[src/rtl/core/sitoa_pkg.sv]
package sitoa_pkg;

  localparam int VALUE_W = 32;
  localparam int DIGITS  = 10;
  localparam int STEPS   = VALUE_W;
  localparam int STEP_W  = $clog2(STEPS);
  localparam int POS_W   = $clog2(DIGITS);
  localparam int CHAR_W  = 8;

  localparam logic [CHAR_W-1:0] ASCII_ZERO  = 8'd48;
  localparam logic [CHAR_W-1:0] ASCII_MINUS = 8'd45;

  typedef logic [DIGITS-1:0][3:0] bcd_t;

  typedef struct packed {
    logic load;
    logic shift;
    logic find;
    logic emit;
  } cmd_t;

  typedef struct packed {
    logic conv_done;
    logic out_free;
    logic emit_last;
  } sts_t;

endpackage

[src/rtl/core/sitoa_ctrl.sv]
module sitoa_ctrl (
  input  logic             clk,
  input  logic             rst,
  input  logic             in_valid,
  output logic             in_ready,
  input  sitoa_pkg::sts_t  sts,
  output sitoa_pkg::cmd_t  cmd
);

  typedef enum logic [3:0] {
    IDLE = 4'b0001,
    CONV = 4'b0010,
    FIND = 4'b0100,
    EMIT = 4'b1000
  } state_t;

  state_t state, state_next;

  always_ff @(posedge clk) begin
    if (rst) begin
      state <= IDLE;
    end else begin
      state <= state_next;
    end
  end

  always_comb begin
    cmd        = '0;
    state_next = state;
    unique case (state)
      IDLE: begin
        if (in_valid) begin
          cmd.load   = 1'b1;
          state_next = CONV;
        end
      end
      CONV: begin
        cmd.shift = 1'b1;
        if (sts.conv_done) state_next = FIND;
      end
      FIND: begin
        cmd.find   = 1'b1;
        state_next = EMIT;
      end
      EMIT: begin
        if (sts.out_free) begin
          cmd.emit = 1'b1;
          if (sts.emit_last) state_next = IDLE;
        end
      end
      default: state_next = IDLE;
    endcase
  end

  assign in_ready = (state == IDLE);

endmodule

[src/rtl/core/sitoa_dp.sv]
module sitoa_dp (
  input  logic                               clk,
  input  logic                               rst,
  input  logic [sitoa_pkg::VALUE_W-1:0]      value,
  input  sitoa_pkg::cmd_t                    cmd,
  output sitoa_pkg::sts_t                    sts,
  output logic                               out_valid,
  input  logic                               out_ready,
  output logic [sitoa_pkg::CHAR_W-1:0]       out_char,
  output logic                               out_last
);

  logic [sitoa_pkg::VALUE_W-1:0] mag;
  sitoa_pkg::bcd_t               bcd;
  sitoa_pkg::bcd_t               bcd_adj;
  logic [4*sitoa_pkg::DIGITS:0]  bcd_shift;
  logic [sitoa_pkg::STEP_W-1:0]  step;
  logic                          neg_pending;
  logic [sitoa_pkg::POS_W-1:0]   pos;
  logic [sitoa_pkg::POS_W-1:0]   top_pos;
  logic [3:0]                    digit;

  // add-3 correction before each shift
  always_comb begin
    for (int i = 0; i < sitoa_pkg::DIGITS; i++) begin
      bcd_adj[i] = (bcd[i] >= 4'd5) ? bcd[i] + 4'd3 : bcd[i];
    end
  end

  assign bcd_shift = {bcd_adj, mag[sitoa_pkg::VALUE_W-1]};

  // highest nonzero digit, zero gives position 0
  always_comb begin
    top_pos = '0;
    for (int i = 0; i < sitoa_pkg::DIGITS; i++) begin
      if (bcd[i] != 4'd0) top_pos = sitoa_pkg::POS_W'(i);
    end
  end

  assign digit = bcd[pos];

  always_ff @(posedge clk) begin
    if (rst) begin
      step        <= '0;
      neg_pending <= 1'b0;
      pos         <= '0;
      out_valid   <= 1'b0;
    end else begin
      if (cmd.load) begin
        step        <= '0;
        neg_pending <= value[sitoa_pkg::VALUE_W-1];
      end else if (cmd.shift) begin
        step <= step + 1'b1;
      end
      if (cmd.find) pos <= top_pos;
      if (cmd.emit) begin
        out_valid <= 1'b1;
        if (neg_pending) neg_pending <= 1'b0;
        else             pos <= pos - 1'b1;
      end else if (out_ready) begin
        out_valid <= 1'b0;
      end
    end
  end

  always_ff @(posedge clk) begin
    if (cmd.load) begin
      mag <= value[sitoa_pkg::VALUE_W-1] ? (~value + 1'b1) : value;
      bcd <= '0;
    end else if (cmd.shift) begin
      mag <= {mag[sitoa_pkg::VALUE_W-2:0], 1'b0};
      bcd <= bcd_shift[4*sitoa_pkg::DIGITS-1:0];
    end
    if (cmd.emit) begin
      if (neg_pending) begin
        out_char <= sitoa_pkg::ASCII_MINUS;
        out_last <= 1'b0;
      end else begin
        out_char <= sitoa_pkg::ASCII_ZERO + {4'd0, digit};
        out_last <= (pos == '0);
      end
    end
  end

  assign sts.conv_done = (step == sitoa_pkg::STEP_W'(sitoa_pkg::STEPS - 1));
  assign sts.out_free  = !out_valid || out_ready;
  assign sts.emit_last = !neg_pending && (pos == '0);

endmodule

[src/rtl/core/signed_int_to_decimal_ascii_core.sv]
// Signed 32-bit integer to decimal ASCII text.
// Input channel s_*: one item carries a two's-complement value in s_tdata.
// Output channel m_*: one item per character, most significant first;
// a leading '-' for negative values, no leading zeros, tlast on the final
// character. Zero gives "0"; -2147483648 gives "-2147483648".
// Steps: a load, 32 shift-add-3 steps, locating the
// leading digit, then one character per cycle (up to 11) while m_tready
// is high. The 32-step binary-to-BCD loop and the one-character output
// register set how long a number takes.
// s_tready is high only while no number is in progress; the next value
// may be accepted while the final character still waits in the output
// register. When m_tready is low the output register holds its item and
// conversion of the current number pauses before the next character.
// Reset (rst, synchronous) returns the block to idle and drops m_tvalid.
module signed_int_to_decimal_ascii_core (
  input  logic        clk,
  input  logic        rst,
  input  logic        s_tvalid,
  output logic        s_tready,
  input  logic [31:0] s_tdata,   // [31:0] value
  output logic        m_tvalid,
  input  logic        m_tready,
  output logic [7:0]  m_tdata,   // [7:0] character
  output logic        m_tlast
);

  sitoa_pkg::cmd_t cmd;
  sitoa_pkg::sts_t sts;

  sitoa_ctrl u_ctrl (
    .clk      (clk),
    .rst      (rst),
    .in_valid (s_tvalid),
    .in_ready (s_tready),
    .sts      (sts),
    .cmd      (cmd)
  );

  sitoa_dp u_dp (
    .clk       (clk),
    .rst       (rst),
    .value     (s_tdata),
    .cmd       (cmd),
    .sts       (sts),
    .out_valid (m_tvalid),
    .out_ready (m_tready),
    .out_char  (m_tdata),
    .out_last  (m_tlast)
  );

  a_busy_after_accept: assert property (@(posedge clk) disable iff (rst)
    s_tvalid && s_tready |=> !s_tready)
    else $error("accepted a value while busy");

  a_pending_is_last: assert property (@(posedge clk) disable iff (rst)
    s_tvalid && s_tready && m_tvalid |-> m_tlast)
    else $error("new value accepted before number text finished");

  a_minus_not_last: assert property (@(posedge clk) disable iff (rst)
    m_tvalid && (m_tdata == sitoa_pkg::ASCII_MINUS) |-> !m_tlast)
    else $error("minus sign marked last");

  a_char_range: assert property (@(posedge clk) disable iff (rst)
    m_tvalid |-> (m_tdata == sitoa_pkg::ASCII_MINUS) ||
                 ((m_tdata >= sitoa_pkg::ASCII_ZERO) && (m_tdata <= 8'd57)))
    else $error("character out of range");

endmodule
[config.mk]
export PLATFORM = sky130hd
export DESIGN_NAME = signed_int_to_decimal_ascii_core
export DESIGN_NICKNAME = d
export VERILOG_FILES = /design/src/rtl/core/sitoa_pkg.sv /design/src/rtl/core/sitoa_ctrl.sv /design/src/rtl/core/sitoa_dp.sv /design/src/rtl/core/signed_int_to_decimal_ascii_core.sv
export SDC_FILE = /design/constraint.sdc
export NUM_CORES = 1
export LEC_CHECK = 0
export BUFFER_PORTS_ARGS = -buffer_cell sky130_fd_sc_hd__buf_2
export CAP_MARGIN = 20
export CORE_MARGIN = 2
export CORE_UTILIZATION = 54
export CTS_CLUSTER_SIZE = 16
export DETAILED_ROUTE_END_ITERATION = 8
export PLACE_DENSITY = 0.76
export REMOVE_ABC_BUFFERS = 1
export SLEW_MARGIN = 0
export SYNTH_ARGS = -nofsm -noshare
export SYNTH_HDL_FRONTEND = slang
export SYNTH_SLANG_ARGS = --single-unit
[constraint.sdc]
create_clock -name clk -period 2.29 [get_ports clk]
set_clock_uncertainty 0.1 [all_clocks]
set_input_delay 0 -clock clk [delete_from_list [all_inputs] [get_ports clk]]
set_output_delay 0 -clock clk [all_outputs]
set_load 0.05 [all_outputs]
Word-level counts from Yosys, hierarchy flattened

Cells that the tools add are included.

Flip-flop bits (word level): 96
Bits in latches: 0
Memory bits (writable): 0
ROM bits: 0
Input bits: 36
Output and inout port bits: 11
Word-level logic and storage cells: 114
Memories kept: 0

Add/subtract/negate cells: 14
Multipliers: 0
Div/mod/pow operators: 0
Magnitude comparators: 11
Equal/unequal tests: 9
Shift-type cells: 0
Muxes and demuxes: 43
Bitwise operators: 1
Reduce and logical (&&, ||, !) cells: 18

Operators with widths:

| cell                  | number |
|---|---|
| $mux 32               | 3 |
| $mux 4                | 19 |
| $ge 4x3->1 const B    | 10 |
| $add 4x2->4 const B   | 9 |
| $reduce_bool 4->1     | 9 |
| $add 32x1->32 const B | 1 |
| $not 32->32           | 1 |
| $bmux 4 s4            | 1 |
| $pmux 4 s4            | 1 |
| $mux 3                | 5 |
| $mux 1                | 12 |
| $ne 2x2->1 const B    | 4 |
| $add 6x4->7 const A   | 1 |
| $add 5x1->5 const B   | 1 |
| $eq 5x5->1 const B    | 1 |
| $lt 4x5->1 const B    | 1 |
| $eq 4x1->1 const B    | 1 |
| $eq 4x2->1 const B    | 1 |
| $eq 4x3->1 const B    | 1 |
| $eq 4x4->1 const B    | 1 |
| $logic_not 4->1       | 1 |
| $mux 2                | 2 |
| $reduce_and 4->1      | 1 |
| $reduce_bool 2->1     | 2 |
| 6 further kinds       | 7 |

Logic depth before layout (Yosys ltp)

Depth after elaboration: 13
Depth in mapped cells: 10
Gate-level depth less buffers: 8

Modules after synthesis

Synthesis repeated with hierarchy kept, for this count alone.

Cell total of the unflattened synthesis: 614
Area, all modules: 5651.7 um2

By module, submodules not included:

| module     | instances | cells each | area each (um2) | sequential area each (um2) |
|---|---|---|---|---|
| sitoa_dp   | 1         | 587        | 5391.4          | 2162.1 |
| sitoa_ctrl | 1         | 27         | 260.2           | 80.1 |

Worst setup path after synthesis

Ideal clock, no wire load.

Path type: register to register
Start point: register u_ctrl.state[2]
End point: register u_dp.mag[0] in the netlist's numbering (enable)
Library setup time: 0.389 ns
Data arrival time: 2.942 ns
Required time: 1.801 ns
Path slack: -1.142 ns
Stages on the path, launching flop included: 6
Buffers on the path: 2
Clock period less this slack: 3.432 ns
Cell sequence: dfxtp_1 nor4b_2 nand2_1 clkbuf_1 buf_1 nand2_1

Word-level cells in the longest chain between the ends: 3
Elaborated cells between the ends (all ways): 5
Those cells by class: eq/ne: 2; mux: 2; reduce/logical: 1

RTL lines:

| element                            | RTL line                               | text |
|---|---|---|
| from (decl)                        | sitoa_ctrl.sv:17                       | `state_t state, state_next;` |
| from (signal assigned)             | sitoa_ctrl.sv:23                       | `state <= state_next;` |
| $eq 4x1->1                         | -                                      |  |
| net s_tready                       | signed_int_to_decimal_ascii_core.sv:19 | `output logic s_tready,` |
| $mux 1                             | sitoa_ctrl.sv:30                       | `unique case (state)` |
| $reduce_bool 2->1 (no source line) | -                                      |  |
| to (signal assigned)               | sitoa_dp.sv:68                         | `mag <= value[sitoa_pkg::VALUE_W-1] ? (~value + 1'b1) : value;` |
| to (signal assigned)               | sitoa_dp.sv:71                         | `mag <= {mag[sitoa_pkg::VALUE_W-2:0], 1'b0};` |
| to (decl)                          | sitoa_dp.sv:13                         | `logic [sitoa_pkg::VALUE_W-1:0] mag;` |

The timed path passes the listed nets, and every way through them passes these cells.
A chain may end at the register's enable or synchronous reset.

Worst setup path after layout

Start point: input port s_tdata[10]
End point: register u_dp.mag[26] in the netlist's numbering (data pin)

Word-level cells in the longest chain between the ends: 4

RTL lines:

| element       | RTL line                               | text |
|---|---|---|
| from (decl)   | signed_int_to_decimal_ascii_core.sv:20 | `input logic [31:0] s_tdata,` |
| $not 32->32   | sitoa_dp.sv:68                         |  |
| $add 32x1->32 | sitoa_dp.sv:68                         |  |
| $mux 32       | sitoa_dp.sv:68                         |  |
| $mux 32       | sitoa_dp.sv:67                         | `if (cmd.load) begin` |

No other way between the ends.

==> metrics.md <==
| Metric | Value |
|---|---|
| Sw Share | 26.83% |
| Crit start category | input pin |
| Num ports | 47 |
| Worst hold path class | input pin to flip-flop |
| Worst setup EP type | flip-flop |
| Fin cells | around 820 |
| Final worst slack | about 55 ps |
| Number of synthesized register bits | 93 |
| Wirelength per Cell | roughly 15 um |
| Ant diodes | 0 |
| Gate power share | around 15% |
| Yosys cell types | 48 |
| Post-DP HPWL | 8210 um |
| Final GP Congestion | 0.8407 |
| Post-synthesis sequential area ratio | about 41% |
| Crit share post-route | just under 100% |
| Max clock buf depth | 2 |
| CTS root buffer | clkbuf_8 |
| Initial antenna violation count | 0 |
| Failing checks | hold timing |
| TritonCTS Sinks | a little over 90 |
| Int Pwr | approximately 2500 uW |
| Post-synthesis cell count | between 600 and 700 |
| Sequential fraction of design power | between 50% and 60% |
| Synth top area share | between 20% and 30% |
| CTS HTree Levels | 3 |
| Worst EP required | approximately 2300 ps |
| # rows | 36 |
| First-pass GRT wire length | ~20000 um |
| Power Density | approximately 530 nW/um^2 |
| Gr usage total | between 20% and 30% |
| Mapped cell area | 5493 sq um |
| Final #Nets | approximately 750 |
| Slew Limit Fails | 0 |
| Endpoints failing setup | 0 |
| P_leak | ~0.0024 uW |
| Critical path class | input pin to flip-flop |
| Peak Freq | approximately 450 MHz |
| Finished Core Util | roughly two thirds |
| Total grt overflow | 0 |
| CP Max Fanout | 4 |
| Mapped Avg Cell Area | 8.803 sq um |
| Final Hold Vio Count | 1 |
| Layout cells sized above 1 | roughly 15% |
| Largest net degree at the start of global routing | between 70 and 80 |
| Area contributors post-synth | edfxtp_1 21%, dfxtp_1 20%, o21ai_0 7.6% |
| Dpl cells | between 700 and 800 |
| Vias per Instance | ~5.7 |
| Area grow syn2layout | 16.70% |
| Maximum VDD drop | 0.3661 mV |
| CTS tree | built |
| Die height | 104.9 um |
| Core box area | 9819 sq um |
| I/O Buffers | 43 |
| Die width | between 100 and 150 um |
| Number of global-route vias before repair | ~4400 |
| Yosys warns | 0 |
| CTS Buf Count | 9 |
| Worst-Skew Late Latency | roughly 350 ps |
| DR DRC count | 0 |
| # Max-Cap Violations | 0 |
| Fin Setup TNS | 0 ps |
| Pre-antenna DRT Iters | 5 |
| Worst-path clk slew | about 80 ps |
| Critical Path AT | 2240 ps |
| Final Critical Period | roughly 2200 ps |
| DRT iter0 DRCs | about 270 |
| Worst Tran Pin Value | 674.0 ps |
| Clock Power Share | between 20% and 30% |
| Antenna Nets Post-Route | 0 |
| Starting Density | a little under three fifths |
| Slew headroom | 54.43% |
| Vias | approximately 4700 |
| Switch Pwr | between 900 and 1000 uW |
| RSZ-0062 raised after global routing | true |
| WL final | roughly 12000 um |
| Die area | about 11000 sq um |
| Status | finished, violations left |
| Post-synth top area cell | edfxtp_1 |
| Hold slack | -0.6476 ps |
| Place WS | about 70 ps |
[through the flow]
stage | instance area, sq um | total power (uW) | hold slack [ps]
2_1_floorplan | 5349 | 2193 | -30.93
3_3_place_gp | 5867 | 2366 | 218.2
3_5_place_dp | 5867 | 2388 | 238.8
4_1_cts | 6335 | 3432 | 0.3332
5_1_grt | 6410 | 3572 | 26.67
6_report | 6410 | 3421 | -0.6476
[power groups by stage]
stage | Sequential (uW) | Clock (uW) | Combinational [uW]
final | 1890 | 1020 | 513
after global placement | 1920 | 0 | 443
after global routing | 1900 | 1100 | 570
after floorplan | 1920 | 0 | 276
after detailed placement | 1930 | 0 | 460
after CTS | 1890 | 1040 | 498
[metal layers]
layer | global-route usage [%] | wire [um] | vias up
met3 | 4.492 | 530 | 26
li1 | - | - | 2346
met5 | 0 | 0 | -
met4 | 8.857 | 295 | 0
met1 | 26.97 | 5298 | 2197
met2 | 39.24 | 6145 | 143
[cells in the mapped netlist (all sizes together)]
cell type and instances:
o21ai 86, dfxtp 55, nand2 55, a21oi 54, nor2 52, edfxtp 38, nand3 35, clkbuf 30
xor2 30, inv 28, ha 24, nor3 14, nand2b 13, nor3b 13, o31ai 12, xnor2 12
mux4 8, mux2i 7, buf 6, nand4 5, nor4b 5, o41ai 5, nor4 4, or3b 4
a211oi 3, or4 3, or4b 3, a2111oi 2, a221oi 2, a31oi 2, and3 2, conb 2
mux2 2, or2 2, or3 2, a211o 1, and2 1, nor2b 1, o22ai 1
[placed cells by master (no fill, tap or decap), types with 8 or more instances in the layout]
cell	netlist	final
o21ai_0	83	82
dfxtp_1	55	55
nand2_1	55	54
a21oi_1	54	54
nor2_1	52	52
buf_2	1	42
edfxtp_1	38	38
nand3_1	34	34
xor2_1	30	30
inv_1	28	28
dlygate4sd3_1	0	28
ha_1	24	24
nor3_1	14	14
nand2b_1	13	13
nor3b_1	13	13
xnor2_1	12	12
buf_4	3	12
clkbuf_8	0	9
o31ai_1	12	8
mux4_2	8	8
[layout make-up]
cell class	instances	area (sq um)
Timing Repair Buffer	86	653.1
Clock buffer	12	156.4
Inverter	28	105.1
Clock inverter	4	21.27
Fill cell	785	3410
Sequential cell	93	2242
Multi-Input combinational cell	468	3065
Tap cell	133	166.4
[worst max-delay path, cell delays in order]
cell,delay (ps)
dlygate4sd3_1,530
buf_2,130
or2_4,270
nor4_4,330
buf_4,180
nand4_1,130
o41ai_2,390
xor2_1,190
o21ai_1,80
[state kept, by name, summed over array words and instances (netlist names), 4 cells and up]
register	count
u_dp.step	5
u_dp.out_char	5
u_dp.bcd	40
u_dp.pos	4
u_dp.mag	32
u_ctrl.state	4
[logic make-up after synthesis]
kind of cell	Yosys count	share of synthesized area, %
flip-flops	93	40.82
AO/OA/AOI/OAI	168	17.02
AND/OR/NAND/NOR	214	20.30
other	2	0.1367
adder cells (fa/ha/maj)	24	5.467
multiplexers	17	4.966
XOR/XNOR	42	6.697
buffers and inverters	64	4.601
[final timing paths]
| check | to | startpoint | slack [ps] | cells past startpoint |
|---|---|---|---|---|
| worst max register to register | u_dp.out_char[1]$_SDFFCE_PP0P_ | u_dp.pos[0]$_SDFF_PP0_ | 240 | 5 |
| worst min register to register | u_dp.bcd[0]$_SDFFE_PP0P_ | u_dp.mag[31]$_DFFE_PP_ | 380 | 2 |
| worst min-delay path | u_dp.mag[18]$_DFFE_PP_ | s_tdata[18] | -0.6 | 3 |
| worst max-delay path | u_dp.mag[26]$_DFFE_PP_ | s_tdata[10] | 50 | 9 |
[what timing repair did]
item,in CTS,in global routing
hold buffers,29,0
setup buffers,0,3
endpoints found under the setup margin,0,15
hold endpoints to repair,41,0
gates resized for setup,0,13
Power figures use the tool's default switching activity.
